==> config.mk <==
export PLATFORM = sky130hd
export DESIGN_NAME = multi_block_bump_allocator_core
export DESIGN_NICKNAME = d
export VERILOG_FILES = /design/src/sv/mbba_pkg.sv /design/src/sv/multi_block_bump_allocator_core.sv
export SDC_FILE = /design/constraint.sdc
export NUM_CORES = 1
export LEC_CHECK = 0
export BUFFER_PORTS_ARGS = -buffer_cell sky130_fd_sc_hd__buf_2
export CAP_MARGIN = 10
export CELL_PAD_IN_SITES_DETAIL_PLACEMENT = 0
export CELL_PAD_IN_SITES_GLOBAL_PLACEMENT = 1
export CORE_MARGIN = 2
export CORE_UTILIZATION = 45
export CTS_CLUSTER_DIAMETER = 40
export DETAILED_ROUTE_END_ITERATION = 10
export PLACE_DENSITY = 0.74
export RECOVER_POWER = 25
export SLEW_MARGIN = 10
export SYNTH_ARGS = -nofsm -noshare
export SYNTH_HDL_FRONTEND = slang
export SYNTH_SLANG_ARGS = --single-unit
==> constraint.sdc <==
create_clock -name clk -period 19.5 [get_ports clk]
set_input_delay 2.925 -clock clk [delete_from_list [all_inputs] [get_ports clk]]
set_output_delay 2.925 -clock clk [all_outputs]
set_load 0.01 [all_outputs]
==> src/sv/mbba_pkg.sv <==
// Package: shared widths, command and status codes, payload types for the bump allocator.
`timescale 1ns / 1ps
package mbba_pkg;

	localparam int CAP_W          = 25;
	localparam int IDX_W          = 4;
	localparam int CMD_W          = 2;
	localparam int STAT_W         = 2;
	localparam int MAX_BLOCKS_DEF = 16;

	localparam logic [CAP_W-1:0] CAP_RESET = CAP_W'(1048576);

	localparam logic [CMD_W-1:0] CMD_ALLOC   = 2'd0;
	localparam logic [CMD_W-1:0] CMD_RECYCLE = 2'd1;
	localparam logic [CMD_W-1:0] CMD_FREE    = 2'd2;

	localparam logic [STAT_W-1:0] STAT_OK        = 2'd0;
	localparam logic [STAT_W-1:0] STAT_TOO_LARGE = 2'd1;
	localparam logic [STAT_W-1:0] STAT_NO_BLOCK  = 2'd2;

	typedef struct packed {
		logic [CMD_W-1:0] command;
		logic [CAP_W-1:0] request_size;
	} in_t;

	typedef struct packed {
		logic [STAT_W-1:0] status;
		logic [IDX_W-1:0]  block_index;
		logic [CAP_W-1:0]  region_offset;
		logic [CAP_W-1:0]  region_size;
		logic              block_opened;
	} out_t;

endpackage

==> src/sv/multi_block_bump_allocator_core.sv <==
// Top level: multi-block bump allocator with sequential block walk.
`timescale 1ns / 1ps
// One transaction in, one result out. Recycle, free and unused commands go straight to the
// emit state. An allocate command checks the size against the capacity and, if it fits, walks
// the open blocks from the current one, testing each block's fill for a fit, and opens a new
// block when the walk ends without one (or reports none left); the walk is paced by the
// single adder-comparator and the registered read of the fill memory. The result enters
// the output register on the return to idle, and that register holds it under stall; a
// result still stalled there delays the next one and so the next acceptance. No clearing
// pass after reset: per-block valid bits make an emptied block read as zero fill.
module multi_block_bump_allocator_core #(
	parameter int MAX_BLOCKS = mbba_pkg::MAX_BLOCKS_DEF
) (
	input  logic                         clk,
	input  logic                         arst_n,
	input  logic                         in_valid,
	output logic                         in_stall,
	input  mbba_pkg::in_t                in_data,
	output logic                         out_valid,
	input  logic                         out_stall,
	output mbba_pkg::out_t               out_data,
	input  logic                         cfg_we,
	input  logic [mbba_pkg::CAP_W-1:0]   cfg_wdata
);
	import mbba_pkg::*;

	localparam int IW = (MAX_BLOCKS > 1) ? $clog2(MAX_BLOCKS) : 1;
	localparam int OW = $clog2(MAX_BLOCKS + 1);

	typedef enum logic [5:0] {
		S_IDLE = 6'b000001,
		S_SIZE = 6'b000010,
		S_READ = 6'b000100,
		S_FIT  = 6'b001000,
		S_OPEN = 6'b010000,
		S_EMIT = 6'b100000
	} state_t;

	state_t                state_q;
	logic [CAP_W-1:0]      cap_q;
	logic [CAP_W-1:0]      req_q;
	logic [IW-1:0]         cur_q;
	logic [IW-1:0]         current_q;
	logic [OW-1:0]         open_q;
	logic [MAX_BLOCKS-1:0] vld_q;
	logic [CAP_W-1:0]      fill_mem [MAX_BLOCKS];
	logic [CAP_W-1:0]      rd_q;
	logic                  rd_vld_q;
	out_t                  res_q;
	logic                  out_valid_q;
	out_t                  out_data_q;

	logic [CAP_W-1:0] fill_cur;
	logic [CAP_W-1:0] unit_a;
	logic [CAP_W:0]   unit_sum;
	logic             unit_fits;
	logic [OW-1:0]    cur_nxt;
	logic             mem_we;
	logic [IW-1:0]    mem_wa;
	logic [CAP_W-1:0] mem_wd;
	logic             slot_free;

	assign fill_cur  = rd_vld_q ? rd_q : '0;
	assign unit_a    = (state_q == S_SIZE) ? '0 : fill_cur;
	assign unit_sum  = {1'b0, unit_a} + {1'b0, req_q};
	assign unit_fits = unit_sum <= {1'b0, cap_q};
	assign cur_nxt   = OW'(cur_q) + OW'(1);
	assign slot_free = !out_valid_q || !out_stall;

	assign in_stall  = (state_q != S_IDLE);
	assign out_valid = out_valid_q;
	assign out_data  = out_data_q;

	always_comb begin
		mem_we = 1'b0;
		mem_wa = cur_q;
		mem_wd = unit_sum[CAP_W-1:0];
		if (state_q == S_FIT && unit_fits) begin
			mem_we = 1'b1;
		end else if (state_q == S_OPEN && open_q < OW'(MAX_BLOCKS)) begin
			mem_we = 1'b1;
			mem_wa = IW'(open_q);
			mem_wd = req_q;
		end
	end

	always_ff @(posedge clk) begin
		if (mem_we) begin
			fill_mem[mem_wa] <= mem_wd;
		end
		if (state_q == S_READ) begin
			rd_q <= fill_mem[cur_q];
		end
	end

	always_ff @(posedge clk or negedge arst_n) begin
		if (!arst_n) begin
			cap_q <= CAP_RESET;
		end else if (cfg_we) begin
			cap_q <= cfg_wdata;
		end
	end

	always_ff @(posedge clk or negedge arst_n) begin
		if (!arst_n) begin
			state_q     <= S_IDLE;
			current_q   <= '0;
			open_q      <= '0;
			vld_q       <= '0;
			cur_q       <= '0;
			rd_vld_q    <= 1'b0;
			out_valid_q <= 1'b0;
			req_q       <= '0;
			res_q       <= '0;
			out_data_q  <= '0;
		end else begin
			if (state_q == S_EMIT && slot_free) begin
				out_valid_q <= 1'b1;
				out_data_q  <= res_q;
			end else if (out_valid_q && !out_stall) begin
				out_valid_q <= 1'b0;
			end
			if (mem_we) begin
				vld_q[mem_wa] <= 1'b1;
			end
			case (state_q)
				S_IDLE: begin
					if (in_valid) begin
						req_q <= in_data.request_size;
						res_q <= '0;
						case (in_data.command)
							CMD_ALLOC: begin
								state_q <= S_SIZE;
							end
							CMD_RECYCLE: begin
								vld_q     <= '0;
								current_q <= '0;
								state_q   <= S_EMIT;
							end
							CMD_FREE: begin
								vld_q     <= '0;
								current_q <= '0;
								open_q    <= '0;
								state_q   <= S_EMIT;
							end
							default: begin
								state_q <= S_EMIT;
							end
						endcase
					end
				end
				S_SIZE: begin
					cur_q <= current_q;
					if (!unit_fits) begin
						res_q.status <= STAT_TOO_LARGE;
						state_q      <= S_EMIT;
					end else if (OW'(current_q) < open_q) begin
						state_q <= S_READ;
					end else begin
						state_q <= S_OPEN;
					end
				end
				S_READ: begin
					rd_vld_q <= vld_q[cur_q];
					state_q  <= S_FIT;
				end
				S_FIT: begin
					if (unit_fits) begin
						current_q           <= cur_q;
						res_q.block_index   <= IDX_W'(cur_q);
						res_q.region_offset <= fill_cur;
						res_q.region_size   <= req_q;
						state_q             <= S_EMIT;
					end else if (cur_nxt < open_q) begin
						cur_q   <= IW'(cur_nxt);
						state_q <= S_READ;
					end else begin
						state_q <= S_OPEN;
					end
				end
				S_OPEN: begin
					if (open_q < OW'(MAX_BLOCKS)) begin
						current_q          <= IW'(open_q);
						open_q             <= open_q + OW'(1);
						res_q.block_index  <= IDX_W'(open_q);
						res_q.region_size  <= req_q;
						res_q.block_opened <= 1'b1;
					end else begin
						current_q    <= IW'(MAX_BLOCKS - 1);
						res_q.status <= STAT_NO_BLOCK;
					end
					state_q <= S_EMIT;
				end
				S_EMIT: begin
					if (slot_free) begin
						state_q <= S_IDLE;
					end
				end
				default: begin
					state_q <= S_IDLE;
				end
			endcase
		end
	end

endmodule

==> Word level (Yosys, flattened, before mapping) <==
Memory sizes are Yosys's and may differ from the RTL's. A register that Yosys moved wholly into a read port is not among the register bits.
Cells that the tools add are included.
{ "op_classes": {"n_mux": 51, "n_lt_le_gt_ge": 7, "n_eq_ne": 19, "reduce_logical": 25, "addsub": 3, "bitwise_logic": 1} }
{ "op_table": {"columns": ["operator", "n"], "rows": [
  ["two-way mux 25 bit", 4],
  ["one-hot mux 25 bit (3 select lines)", 1],
  ["two-way mux 16 bit", 4],
  ["two-way mux 57 bit", 1],
  ["two-way mux 54 bit", 1],
  ["one-hot mux 25 bit (2 select lines)", 1],
  ["two-way mux 4 bit", 9],
  ["one-hot mux 6 bit (6 select lines)", 1],
  ["two-way mux 6 bit", 5],
  ["adder 25 x 25 -> 26 bit", 1],
  ["less-or-equal comparator 26 x 25 -> 1 bit", 1],
  ["two-way mux 26 bit", 1],
  ["two-way mux 5 bit", 5],
  ["one-hot mux 4 bit (3 select lines)", 2],
  ["bitwise OR 16 bit", 1],
  ["AND reduction 4 bit", 4],
  ["!= test 2 bit, second input constant", 7],
  ["less-than comparator 4 x 5 -> 1 bit, second input constant", 2],
  ["one-hot mux 5 bit (2 select lines)", 1],
  ["AND reduction 3 bit", 3],
  ["two-way mux 1 bit", 8],
  ["one-hot mux 4 bit (2 select lines)", 1],
  ["nonzero test 2 bit", 4],
  ["equality test 6 x 1 -> 1 bit, second input constant", 1],
  ["other kinds (27)", 37]
]} }
{ "totals": {"inputBits": 57, "memories": 1, "ramBits": 400, "word_cells": 126, "output_inout_bits": 59, "reg_bits": 201} }
{ "mem_list": {"columns": ["name", "depth", "word_bits", "read_ports", "rd_clocked_by_memory_dff", "wr", "line_no", "source"], "rows": [
  ["fill_mem", 16, 25, 1, 1, 1, "multi_block_bump_allocator_core.sv:46", "logic [CAP_W-1:0] fill_mem [MAX_BLOCKS];"]
]} }

==> Depth between registers and ports, before layout <==
Gate-level depths: netlist of run 1.
{ "depth": {"word_depth": 15, "mapped_depth": 26, "depth_no_buf": 22} }

==> Worst setup path before layout of run 1 <==
No wires, ideal clock.
{ "synth_timing": {"path_type": "reg2reg", "from": "register state_q[0]", "to": "memory fill_mem[12][0], enable pin", "path_stages_with_launch": 24, "slack_ns": 13.159, "required_ns": 19.093, "setup_ns": 0.407, "path_buffers": 3, "arrival_ns": 5.934, "path_cell_list": "dfstp_2 and4b_1 clkbuf_1 clkbuf_1 nor2_1 ha_1 inv_1 fa_1 nand2b_1 a21o_1 a31o_2 o22ai_1 o221ai_1 o2111ai_1 a21oi_1 xnor2_1 ha_1 nand3_1 o32ai_1 o211ai_1 or2_1 buf_2 o31a_1 nor2_1"} }
{ "synth_between": {"elab_chain_cells": 8, "word_cells_on_any_way": 14, "classes_between": "add/sub (1); order compare (1); eq/ne (3); mux (7); reduce/logical (2)"} }
{ "synth_rtl": {"columns": ["item", "line_no", "source"], "rows": [
  ["from (decl)", "multi_block_bump_allocator_core.sv:39", "state_t state_q;"],
  ["from (signal assigned)", "multi_block_bump_allocator_core.sv:106", "state_q <= S_IDLE;"],
  ["from (signal assigned)", "multi_block_bump_allocator_core.sv:133", "state_q <= S_SIZE;"],
  ["from (signal assigned)", "multi_block_bump_allocator_core.sv:138", "state_q <= S_EMIT;"],
  ["equality test 6 x 2 -> 1 bit", "multi_block_bump_allocator_core.sv:64", "assign unit_a = (state_q == S_SIZE) ? '0 : fill_cur;"],
  ["two-way mux 25 bit", "multi_block_bump_allocator_core.sv:64", null],
  ["adder 25 x 25 -> 26 bit", "multi_block_bump_allocator_core.sv:65", "assign unit_sum = {1'b0, unit_a} + {1'b0, req_q};"],
  ["less-or-equal comparator 26 x 25 -> 1 bit", "multi_block_bump_allocator_core.sv:66", "assign unit_fits = unit_sum <= {1'b0, cap_q};"],
  ["logical AND 1 bit", "multi_block_bump_allocator_core.sv:78", "if (state_q == S_FIT && unit_fits) begin"],
  ["two-way mux 1 bit", "multi_block_bump_allocator_core.sv:78", null],
  ["two-way mux 1 bit", "multi_block_bump_allocator_core.sv:88", "if (mem_we) begin"],
  ["two-way mux 1 bit (not written as such)", "multi_block_bump_allocator_core.sv:89", "fill_mem[mem_wa] <= mem_wd;"],
  ["to (decl)", "multi_block_bump_allocator_core.sv:46", null]
]} }
Several ways; a longest one is shown, not always the timed one.

==> results_dict.tcl, run 1 <==
set metrics [dict create \
    fmax_mhz 117 \
    fin_nets 1959 \
    synth.distinct_cells 66 \
    route.detailed.drc 0 \
    fin_hold_ws_ns 0.482 \
    grt_pass1_vias 15707 \
    cts.sinks 626 \
    antenna_found_initial 0 \
    clkSlewWorstSetupHoldPaths_ns 0.06 \
    worstMarginPinSlew_ns 3.83 \
    ys_seq_elements 626 \
    synthCells 1685 \
    grt_use_total 0.214 \
    gr-total-overflow 0 \
    syn-num-nets 1804 \
    layout-drive-gt1-share 0.270 \
    die-area_um2 60400 \
    min_path_type "reg2reg" \
    relSlewSlack -1.55 \
    period_needed_ns 8.57 \
    numCtsBuffers 82 \
    cts_tree "done" \
    die_x_um 246 \
    postCtsSetupBuffers 0 \
    gp_congestion 0.951 \
    dr.first_iter.drc_count 1396 \
    rows 88 \
    clkLatencyLatePin_ns 0.62 \
    dp_hpwl_um 41900 \
    syn_avg_cell_area_um2 15.6 \
    arrival_ns 9.09 \
    cts_hold_buf 0 \
    p_leak_nw 12.0 \
    antenna_left 0 \
    num_antenna_cells 0 \
    synth_warnings 0 \
    synth.yosys.seq_area_share 0.677 \
    skew_ns 0.0233 \
    grt_max_degree 76 \
    initial_core_util 0.456 \
    async_reset_ff_frac 0.321 \
    port_buffers 115 \
    finalMaxSlewViolations 367 \
    grt_pass1_wl_um 97100 \
    irDropWorstVdd_v 0.000120 \
    viasPerCell 5.65 \
    die_h_um 246 \
    setup-violations-final 0 \
    cp_max_fo 75 \
    synth.cell_area_um2 26300 \
    reg2reg_slack_ns 12.12 \
    core_area_um2 57700 \
    period_share 0.440 \
    cap_violations 8 \
    io_pins 116 \
    cp-start-kind "primary input" \
    failed_checks "max-capacitance violations, max-slew violations" \
    final-hold-violation-count 0 \
    crit_type "in2async" \
    synth-edff-count 425 \
    ys.flop_type "edfxtp_1" \
    critPathCaptureType "async pin" \
    wl_per_cell_um 23.5 \
    htreeDepth 3 \
    status "complete, but fails checks" \
    syn_to_final_growth_pct 17.1 \
    drt-total-wl_um 62800 \
    clockBufferDepth 3 \
    cts-root-buf "clkbuf_16" \
    drt_pre_antenna_iters 5 \
    rsz0062_at_grt "no" \
    vias 15112 \
    fillers 4613 \
    post_cts_resized 0 \
    fin_setup_tns_ns 0 \
    cp.required_ns 20.02 \
    power_density_nw_per_um2 142 \
]
## flip-flops by register name, indices dropped and copies added, names as in the netlist, 4 cells and up
name and count:
current_q 4, rd_q 25, cur_q 4, cap_q 25, out_data 57, state_q 6
fill_mem 400, vld_q 16, res_q 57, open_q 5, req_q 25
## path summary, 6_finish.rpt
path	startpoint	depth (start not counted)	endpoint
setup / recovery	arst_n	3	cur_q[1]$_DFFE_PN0P_
hold / removal	vld_q[13]$_DFF_PN0_	2	vld_q[13]$_DFF_PN0_
setup reg to reg	state_q[5]$_DFFE_PN0P_	21	fill_mem[1][12]$_DFFE_PP_
hold reg to reg	vld_q[13]$_DFF_PN0_	2	vld_q[13]$_DFF_PN0_
max in group clk	state_q[5]$_DFFE_PN0P_	21	fill_mem[1][12]$_DFFE_PP_
min in group asynchronous	arst_n	1	out_data[9]$_DFFE_PN0P_
## routing by layer
layer / wire [µm] / global-route usage / up-vias / part of all wire
li1: - / - / 6749 / -
met1: 28000 / 0.310 / 7768 / 0.45
met2: 29100 / 0.330 / 503 / 0.46
met3: 4120 / 0.0410 / 92 / 0.066
met4: 1560 / 0.0651 / 0 / 0.025
met5: 0 / 0 / - / 0
## worst max-delay path, stage by stage
cell	delay, ns
clkbuf_1	2.18
clkbuf_1	2.82
buf_4	1.02
## where the power goes
part           internal (mW)  switching [mW]  leakage [nW]
Combinational          0.399           0.627          4.01
Clock                   1.03           0.578          1.42
Sequential              1.63           0.112          6.55
Total                   3.06            1.32          12.0
## synth_stat cells (15+ instances only)
master | instances | area [µm²]
edfxtp_1 | 425 | 12800
nand2_1 | 244 | 916
dfrtp_1 | 199 | 4980
mux4_2 | 130 | 2930
o21ai_0 | 92 | 460
mux2_2 | 73 | 822
nor2_1 | 73 | 274
ha_1 | 61 | 763
clkbuf_1 | 60 | 225
nand3_1 | 49 | 245
inv_1 | 45 | 169
a21oi_1 | 37 | 185
a22o_1 | 26 | 228
xnor2_1 | 16 | 140
buf_1 | 15 | 56.3
## per-stage QoR
step / worst slack, ns / power, mW / instances / cell area, µm² / util
4_1_cts: 13.05 / 4.41 / 2673 / 30800 / 0.535
5_1_grt: 9.55 / 4.58 / 2673 / 30800 / 0.534
2_1_floorplan: 13.16 / 2.41 / 1685 / 26300 / -
3_5_place_dp: 13.08 / 2.79 / 2521 / 27900 / 0.483
6_report: 10.93 / 4.37 / 2673 / 30800 / 0.534
3_3_place_gp: 13.14 / 2.77 / 2521 / 27900 / 0.483
## cell usage in the layout, fill, tap and decap left out, types with 17 or more instances in the layout
cell	count
mux4_2	130
nor2_1	55
nand2_1	243
buf_4	29
a21oi_1	37
clkbuf_1	23
clkbuf_16	83
a22o_1	26
nand3_1	49
mux2_2	71
ha_1	61
buf_2	112
o21ai_0	92
edfxtp_1	425
nor2_2	17
bufinv_16	17
dfrtp_1	198
inv_1	44
## layout make-up
type | count | area (µm²) | share of cell area
multi-input cells | 932 | 8060 | 0.262
clock buffers | 97 | 2160 | 0.0702
flip-flops and latches | 626 | 17800 | 0.578
clock inverters | 55 | 815 | 0.0265
well taps | 765 | 957 | 0.0311
repair buffers | 153 | 823 | 0.0267
inverters | 45 | 169 | 0.00549
## cells by family (layout without fill, tap and decap cells)
group	Yosys count	in the layout	synth area share
flops	626	626	0.677
simple gates	415	415	0.0669
compound gates	225	225	0.0559
mux	207	207	0.144
buf+inv	127	350	0.0189
fa+ha+maj	62	62	0.0298
xor+xnor	23	23	0.00766
No activity file was read; power rests on OpenSTA's default activity.
==> run 2, diff against run 1 <==
--- a/config.mk
+++ b/config.mk
@@ -5,6 +5,7 @@
 export SDC_FILE = /design/constraint.sdc
 export NUM_CORES = 1
 export LEC_CHECK = 0
+export ABC_AREA = 1
 export BUFFER_PORTS_ARGS = -buffer_cell sky130_fd_sc_hd__buf_2
 export CAP_MARGIN = 10
 export CELL_PAD_IN_SITES_DETAIL_PLACEMENT = 0
@@ -13,7 +14,7 @@
 export CORE_UTILIZATION = 45
 export CTS_CLUSTER_DIAMETER = 40
 export DETAILED_ROUTE_END_ITERATION = 10
-export PLACE_DENSITY = 0.74
+export PLACE_DENSITY = 0.8
 export RECOVER_POWER = 25
 export SLEW_MARGIN = 10
 export SYNTH_ARGS = -nofsm -noshare
==> constraint.sdc (replaced) <==
create_clock -name clk -period 6.97 [get_ports clk]
set_input_delay 1.0455 -clock clk [delete_from_list [all_inputs] [get_ports clk]]
set_output_delay 1.0455 -clock clk [all_outputs]
set_load 0.01 [all_outputs]
==> run 2 against run 1 <==
The run still ends with max-capacitance violations, max-slew violations left. Wire length up 16%. Utilization decreased by 0.44 points. Clock-buffer cell count shrank 2. Critical path depth up 30. Clock power grew to 2.8 times the previous value. Total power rose to 2.6 times the previous value. Setup slack worse by 10 ns. Final cell count up 32%. Die area rose by 4.1%. Sequential power grew to 2.7 times the previous value. Critical path type is now reg2reg. Largest cell class unchanged. Highest routed layer unchanged.
==> results_dict.tcl, run 2 <==
set metrics [dict create \
    layout_commonest_cell "nand2_1" \
    wl_per_cell_um 20.7 \
    die-area_um2 62900 \
    initial_core_util 0.455 \
    cts_tree "done" \
    dp_hpwl_um 47900 \
    final-hold-violation-count 0 \
    htreeDepth 3 \
    fin_setup_tns_ns 0 \
    relSlewSlack -0.729 \
    reg2reg_to "fill_mem[11][16]$_DFFE_PP_" \
    fin_util 0.529 \
    grt_pass1_wl_um 112000 \
    irDropWorstVdd_v 0.000207 \
    numCtsBuffers 87 \
    p_switching_mw 3.49 \
    layout-drive-gt1-share 0.135 \
    rsz0062_at_grt "no" \
    cts_hold_buf 0 \
    synthCells 2553 \
    ys.flop_type "edfxtp_1" \
    synth.top_cells.by_area "edfxtp_1 (47%), dfrtp_1 (18%), nand2_1 (6.3%)" \
    fin_nets 2801 \
    grt_pass1_vias 19120 \
    gp_congestion 0.893 \
    setup-violations-final 0 \
    grt_use_total 0.232 \
    die_x_um 251 \
    synth.cell_area_um2 27400 \
    yosys.area.top_type "edfxtp_1" \
    clkLatencyLatePin_ns 0.64 \
    fillers 5311 \
    yosysMostFrequentCell "nand2_1" \
    clkPwrFrac 0.397 \
    period_share 0.877 \
    finalMaxSlewViolations 191 \
    dpl.cell_count 3375 \
    wl_met1_um 32800 \
    fmax_mhz 164 \
    cp.required_ns 7.25 \
    syn_avg_cell_area_um2 10.7 \
    synth_warnings 0 \
    num_antenna_cells 0 \
    min_path_type "reg2reg" \
    reg2reg_slack_ns 0.86 \
    failed_checks "max-capacitance violations, max-slew violations" \
    dr_wl_met2_um 33300 \
    synth.yosys.seq_area_share 0.649 \
    seq_power_share 0.411 \
    synth-edff-count 425 \
    antenna_found_initial 0 \
    period_needed_ns 6.11 \
    postCtsSetupBuffers 0 \
    cts-root-buf "clkbuf_16" \
    power_density_nw_per_um2 357 \
    min_to "res_q[23]$_DFFE_PN0P_" \
    antenna_left 0 \
    clkSlewWorstSetupHoldPaths_ns 0.05 \
    cpPeakStageDelay_ns 0.40 \
    die_h_um 251 \
    dr_wl_met3_um 5400 \
    p_total_mw 11.4 \
    design_area_um2 31900 \
    internal_power_mw 7.88 \
    ys_seq_elements 626 \
    synth.distinct_cells 51 \
    clockBufferDepth 3 \
    vias 19471 \
    crit_type "reg2reg" \
    cp-start-kind "register" \
    final_cell_mix "nand2_1 (463), edfxtp_1 (425), o21ai_0 (343), nor2_1 (309), dfrtp_1 (196)" \
    power_frac_comb 0.192 \
    grt_max_degree 176 \
    skew_ns 0.0248 \
    worstRegToRegCells 33 \
    drt-total-wl_um 73200 \
    hold_path.startpoint "res_q[23]$_DFFE_PN0P_" \
    p_leak_nw 13.4 \
    route.detailed.drc 0 \
    io_pins 116 \
    dr.first_iter.drc_count 1990 \
    core_area_um2 60200 \
    synth_top_area_frac 0.466 \
    p_sw_frac 0.307 \
    async_reset_ff_frac 0.321 \
    drt_pre_antenna_iters 7 \
    post_cts_resized 0 \
    maxUsedRoutingLayer "met4" \
    timing.rr.start "state_q[2]$_DFFE_PN0P_" \
    syn_to_final_growth_pct 16.3 \
    cts.sinks 626 \
    status "complete, but fails checks" \
    largest_reg_flops 400 \
    whs_path_depth 2 \
    critPathMostFrequentCell "nand2_1" \
    slowest_stage "dfrtp_1" \
    final_cell_count_no_fill 3537 \
    cp_max_fo 25 \
    top_register "fill_mem" \
    worstMarginPinSlew_ns 2.59 \
    syn-num-nets 2672 \
    synth_common_cells "nand2_1 (463), edfxtp_1 (425), o21ai_0 (343), nor2_1 (322), dfrtp_1 (199)" \
    rows 90 \
    cap_violations 4 \
    gr-total-overflow 0 \
    critPathCaptureType "register" \
    viasPerCell 5.50 \
    arrival_ns 6.39 \
    port_buffers 115 \
    placed_cell_area_um2 28900 \
]
run 2: cell types whose count changed after synthesis, sizes merged, moves of 26 or more:
cell    change
a21oi      +37
a22o       -26
clkbuf     +42
inv       +150
mux4      -130
nand2     +226
nor2      +255
o21ai     +259
o22ai     +118
run 2: metal layers:
metal / track usage / vias up
met2: 0.364 / 747
met1: 0.337 / 9508
met4: 0.0631 / 0
met5: 0 / -
met3: 0.0392 / 112
li1: - / 9104
run 2: kinds of logic (layout without fill, tap and decap cells):
group	after synthesis	in the layout	share of synthesized area
and+or+nand+nor	876	876	0.129
DFF	626	626	0.649
AOI/OAI and AO/OA	583	583	0.116
buffers and inverters	327	529	0.0467
adders and majority gates	62	62	0.0286
muxes	58	58	0.0237
xor gates and xnor gates	21	21	0.00671
run 2: critical path: cells and delay by family (launching register included):
family | cells | cell delay [ns]
buf+inv | 7 | 1.05
flops | 1 | 0.40
simple gates | 19 | 2.75
compound gates | 5 | 0.91
fa+ha+maj | 2 | 0.61
run 2: power groups by stage:
stage          logic (mW)  registers [mW]  clock network (mW)
2_1_floorplan        1.24            4.71                   0
3_3_place_gp         2.12            4.74                   0
3_5_place_dp         2.17            4.74                   0
4_1_cts              2.18            4.67                4.57
5_1_grt              2.40            4.69                4.73
6_report             2.18            4.67                4.51
run 2: final cells by class:
| cell class | instances | area [µm²] | area share |
|---|---|---|---|
| Clock buffer | 95 | 2270 | 0.0712 |
| Clock inverter | 67 | 779 | 0.0245 |
| Inverter | 197 | 743 | 0.0233 |
| Multi-Input combinational cell | 1600 | 8360 | 0.262 |
| Sequential cell | 626 | 17800 | 0.558 |
| Tap cell | 782 | 978 | 0.0307 |
| Timing Repair Buffer | 170 | 945 | 0.0296 |
run 2: stage by stage:
| stage | worst slack (ns) | hold WS, ns |
|---|---|---|
| 6_report | 0.858 | 0.466 |
| 5_1_grt | 0.241 | 0.485 |
| 3_3_place_gp | 1.01 | 0.450 |
| 4_1_cts | 0.891 | 0.328 |
| 3_5_place_dp | 0.900 | 0.455 |
| 2_1_floorplan | 1.12 | 0.438 |
run 2: worst max-delay path by stage:
stage,startpoint,to,slack [ns]
after floorplan,state_q[4]$_DFFE_PN0P_,fill_mem[1][0]$_DFFE_PP_,1.12
final,state_q[2]$_DFFE_PN0P_,fill_mem[11][16]$_DFFE_PP_,0.86
after CTS,state_q[4]$_DFFE_PN0P_,fill_mem[11][17]$_DFFE_PP_,0.89
after detailed placement,state_q[4]$_DFFE_PN0P_,fill_mem[11][15]$_DFFE_PP_,0.90
after global placement,state_q[4]$_DFFE_PN0P_,fill_mem[11][11]$_DFFE_PP_,1.01
after global routing,state_q[2]$_DFFE_PN0P_,fill_mem[11][17]$_DFFE_PP_,0.24
